[src/design/tbfa_pkg.sv]
// Shared constants, control types and the divide-by-three helper of the alignment block.
package tbfa_pkg;

  // Largest magnitude of a narrowed mantissa
  localparam logic [31:0] MantLimit = 32'd29524;
  // Starting mark of the largest-exponent tracker
  localparam logic signed [7:0] ExpMark = -8'sd128;
  // Highest exponent value; raising saturates here
  localparam logic signed [7:0] ExpMax = 8'sd127;
  // Most divisions applied while aligning one element
  localparam int AlignLimit = 20;
  localparam int ShiftW = $clog2(AlignLimit + 1);
  // Default buffer depth
  localparam int MaxElementsDef = 64;
  // Stream payload widths
  localparam int InDataW = 40;
  localparam int OutDataW = 24;

  // Commands from the controller to the datapath
  typedef struct packed {
    logic load;         // capture the accepted item
    logic step_narrow;  // one division of the working value, raise exponent
    logic step_align;   // one division of the working value, count down shift
    logic store;        // write the narrowed element, update largest exponent
    logic rd;           // read the stored element at the emit index
    logic align_init;   // set up working value and shift from the read data
    logic out_load;     // capture the aligned result into the output register
    logic next_idx;     // advance the emit index
    logic clear;        // close the vector: count, index and largest reset
  } cmd_t;

  // Status from the datapath to the controller
  typedef struct packed {
    logic room;         // buffer can take one more element
    logic narrow_done;  // working magnitude within the limit
    logic last;         // captured item carries the last mark
    logic align_done;   // no division left for this element
    logic final_idx;    // emit index points at the last stored element
  } sts_t;

  // Truncating division of a magnitude by three, rounded up on remainder two
  function automatic logic [31:0] div3_round(input logic [31:0] n);
    logic [63:0] prod;
    logic [31:0] quo;
    logic [31:0] rem;
    prod = {32'd0, n} * 64'h0000_0000_AAAA_AAAB;
    quo = {1'b0, prod[63:33]};
    rem = n - (quo << 1) - quo;
    if (rem[1:0] == 2'd2) begin
      quo = quo + 32'd1;
    end
    return quo;
  endfunction

endpackage

[src/design/tbfa_ctrl.sv]
// Controller state machine: accept, narrow, store and emit sequencing.
module tbfa_ctrl (
  input  logic          clk_i,
  input  logic          rst_ni,
  input  logic          s_valid_i,
  input  logic          s_last_i,
  input  logic          m_ready_i,
  input  tbfa_pkg::sts_t sts_i,
  output tbfa_pkg::cmd_t cmd_o,
  output logic          s_ready_o,
  output logic          m_valid_o
);
  import tbfa_pkg::*;

  typedef enum logic [2:0] {
    StIdle,
    StNarrow,
    StRead,
    StAlignInit,
    StAlign,
    StOut
  } state_e;

  state_e state_q, state_d;
  logic   s_ready_q;
  logic   m_valid_q;
  logic   in_acc;
  logic   out_acc;

  assign in_acc  = s_valid_i & s_ready_q;
  assign out_acc = m_valid_q & m_ready_i;

  // Decode next state and datapath commands
  always_comb begin
    state_d = state_q;
    cmd_o   = '0;
    unique case (state_q)
      StIdle: begin
        if (in_acc) begin
          cmd_o.load = 1'b1;
          if (sts_i.room) begin
            state_d = StNarrow;
          end else if (s_last_i) begin
            state_d = StRead;
          end
        end
      end
      StNarrow: begin
        if (sts_i.narrow_done) begin
          cmd_o.store = 1'b1;
          state_d = sts_i.last ? StRead : StIdle;
        end else begin
          cmd_o.step_narrow = 1'b1;
        end
      end
      StRead: begin
        cmd_o.rd = 1'b1;
        state_d = StAlignInit;
      end
      StAlignInit: begin
        cmd_o.align_init = 1'b1;
        state_d = StAlign;
      end
      StAlign: begin
        if (sts_i.align_done) begin
          cmd_o.out_load = 1'b1;
          state_d = StOut;
        end else begin
          cmd_o.step_align = 1'b1;
        end
      end
      StOut: begin
        if (out_acc) begin
          if (sts_i.final_idx) begin
            cmd_o.clear = 1'b1;
            state_d = StIdle;
          end else begin
            cmd_o.next_idx = 1'b1;
            state_d = StRead;
          end
        end
      end
      default: state_d = StIdle;
    endcase
  end

  // Hold state and the registered handshake flags
  always_ff @(posedge clk_i or negedge rst_ni) begin
    if (!rst_ni) begin
      state_q   <= StIdle;
      s_ready_q <= 1'b1;
      m_valid_q <= 1'b0;
    end else begin
      state_q   <= state_d;
      s_ready_q <= (state_d == StIdle);
      m_valid_q <= (state_d == StOut);
    end
  end

  assign s_ready_o = s_ready_q;
  assign m_valid_o = m_valid_q;

endmodule

[config.mk]
export PLATFORM = sky130hd
export DESIGN_NAME = tbfa_ctrl
export DESIGN_NICKNAME = d
export VERILOG_FILES = /design/src/design/tbfa_pkg.sv /design/src/design/tbfa_ctrl.sv
export SDC_FILE = /design/constraint.sdc
export NUM_CORES = 1
export LEC_CHECK = 0
export BUFFER_PORTS_ARGS = -buffer_cell sky130_fd_sc_hd__buf_4
export CELL_PAD_IN_SITES_DETAIL_PLACEMENT = 2
export CELL_PAD_IN_SITES_GLOBAL_PLACEMENT = 2
export CORE_AREA = 5 5 46 48
export DETAILED_ROUTE_END_ITERATION = 6
export DIE_AREA = 0 0 51 53
export GPL_ROUTABILITY_DRIVEN = 0
export PLACE_DENSITY_LB_ADDON = 0.1
export SLEW_MARGIN = 5
export SYNTH_ARGS = -nofsm -noshare
export SYNTH_HDL_FRONTEND = slang
export SYNTH_SLANG_ARGS = --single-unit
export TNS_END_PERCENT = 20
[constraint.sdc]
create_clock -name clk_i -period 2.7 [get_ports clk_i]
set_input_delay 0.27 -clock clk_i [delete_from_list [all_inputs] [get_ports clk_i]]
set_output_delay 0.27 -clock clk_i [all_outputs]
set_load 0.01 [all_outputs]
==> reports/results.txt <==
Die area - 2700 sq um
H-tree depth - 1
Synth warn - 0
Grt total ovfl - 0
Final Hold Fails - 0
Final worst-path cycle share - 60.8%
Sw Share - 38.2%
CP cell instances - nor2_1 -> and4b_2 -> buf_4
Total track usage - 10.0%
Worst hold stages - 3
Initial core utilization - 22.9%
Net switching power - 0.213 mW
Gate power share - 53.6%
Crit path kind - reg2out
RSZ-0062 raised after global routing - false
Sequential area share after synthesis - 33.0%
Startpoint types - register
Time the worst path needs with I/O delays and setup - 1.64 ns
Row Count - 15
Status - complete, no violations
Clk pwr share - 15.6%
Post-Route WL - 1170 microns
Die width - 51 microns
R2r setup slk - 1.28 ns
CTS buffer count - 3
Leak - 0.280 nW
Clock sink count - 5
P&R area growth vs syn - 51.3%
Clock root buffer - clkbuf_4
Async SR Flop Fraction - 100%
Setup Viol. Count Final - 0
Final TNS setup - 0 ns
Crit path required time - 2.43 ns
Remaining antenna violation count after routing - 0
Syn Area/Cell - 11.6 sq um
Port bufs - 20
Syn_nets - 43
Final hold slack - 0.293 ns
Slowest stage delay, CP - 0.45 ns
Number of diodes - 0
Power Density - 960 nW/um^2
R2r endpoint - state_q[1]
Routed len/inst - 15.9 microns
Drt initial violations - 2
Worst reg2reg path depth - 3
Drc violations - 0
Synth Flop Type - dfrtp_1
Setup bufs post-CTS - 0
Worst skew pair latency - 0.24 ns
Final Core Density - 34.7%
Share of cells above drive strength 1 - 61.4%
Actual slew at the worst max-slew pin - 0.343 ns
Vias - 359
Max-slew headroom - 77.1%
Maximum fanout along the worst path - 8
CP startpoint - state_q[0]
Sequential fraction of design power - 30.7%
Max-cap violation count - 0
Largest net degree at the start of global routing - 13
HP Class - in2reg
Clock Skews - 0.00273 ns
Drt first pass iters - 2
Die Ht - 53 microns
First-pass GRT wire length - 1950 microns
WHS Endpoint - s_ready_o
Place WS - 1.27 ns
Via/cell ratio - 4.85
Post-Syn Area - 383 sq um
Initial antenna violation count - 0
Clk slew on worst S/H paths - 0.05 ns
Max Freq - 609 MHz
Number of enable flip-flop cells after synthesis - 0
RR Startpoint - state_q[2]
Worst IR Drop VDD - 290 uV
Slew Viols, Final - 0
CORE AREA - 1670 sq um
Ports - 21
Layout Nets - 68
Hold Crit Start - sts_i[2]
CP arrival - 1.37 ns
CP endpoint kind - primary output
Number of distinct library cells after synthesis - 24
Mapped Cells - 33
Internal Power - 0.344 mW
CTS tree - done
Flops & latches, synth - 5
CTS Buffer Depth - 2
Final WS setup - 1.06 ns
Vias in the first global route - 426
Crit-path slowest cell - dfrtp_1
-- kinds of logic after synthesis --
group | count (synthesis) | synth area share, %
AO/OA/AOI/OAI | 4 | 13.7
buffers and inverters | 1 | 2.94
flip-flops | 5 | 33.0
AND/OR/NAND/NOR | 23 | 50.3
-- layout by cell type (no fill, tap or decap), types with 2 or more instances in the layout --
cell	synthesis	final
buf_4	0	20
clkbuf_4	0	3
dfrtp_1	4	4
nand2_1	2	2
nand2b_1	2	2
nor2_1	5	5
-- routing by layer --
metal	global-route usage, %	part of all wire [%]	up-vias
li1	-	-	172
met1	10.4	38	176
met2	17.8	53	11
met3	3.38	8.3	0
met4	5.38	0	0
met5	0	0	-
-- critical path: cells and delay by family (launching register included) --
kind	cells	cell delay, ns
and+or+nand+nor	2	0.57
DFF	1	0.45
buffers and inverters	1	0.12
-- power by group through the flow --
stage                     sequential (mW)  combinational [mW]  clock, mW
final                               0.171               0.298     0.0870
after global routing                0.182               0.329     0.0961
after CTS                           0.173               0.306     0.0917
after detailed placement            0.175               0.302          0
after global placement              0.170               0.293          0
after floorplan                     0.151               0.219          0
-- cell usage after synthesis, types with 2 or more instances --
cell      instances  share of area, %
nor2_1            5               4.9
dfrtp_1           4                26
nand2_1           2               2.0
nand2b_1          2               3.3
-- repair_timing --
item / 4_1_cts / 5_1_grt
endpoints found under the hold margin: 5 / 0
gates resized for setup: 0 / 0
setup endpoints to repair: 0 / 0
hold buffers: 1 / 0
-- state kept, by name, summed over array words and instances (netlist names) --
signal	cells
m_valid_o	1
s_ready_o	1
state_q	3
-- layout make-up --
cell class	instances	area [sq um]
clock buffers	4	26.3
flip-flops and latches	5	126
fillers	189	1090
multi-input cells	27	245
well taps	17	21.3
repair buffers	21	160
-- per-stage QoR --
stage	total power, mW	cell area, sq um	instances
after floorplan	0.370	383	33
after global placement	0.463	543	69
after detailed placement	0.477	543	69
after CTS	0.571	579	74
after global routing	0.608	579	74
final	0.556	579	74
-- worst max-delay path by stage --
| stage | endpoint | slack, ns | depth (start not counted) |
|---|---|---|---|
| 2_1_floorplan | state_q[1] | 1.49 | 3 |
| 3_3_place_gp | s_ready_o | 1.30 | 3 |
| 3_5_place_dp | state_q[1] | 1.27 | 3 |
| 4_1_cts | cmd_o[8] | 1.03 | 3 |
| 5_1_grt | cmd_o[8] | 0.91 | 3 |
| 6_report | cmd_o[8] | 1.06 | 3 |
(Power assumes the default switching activity.)
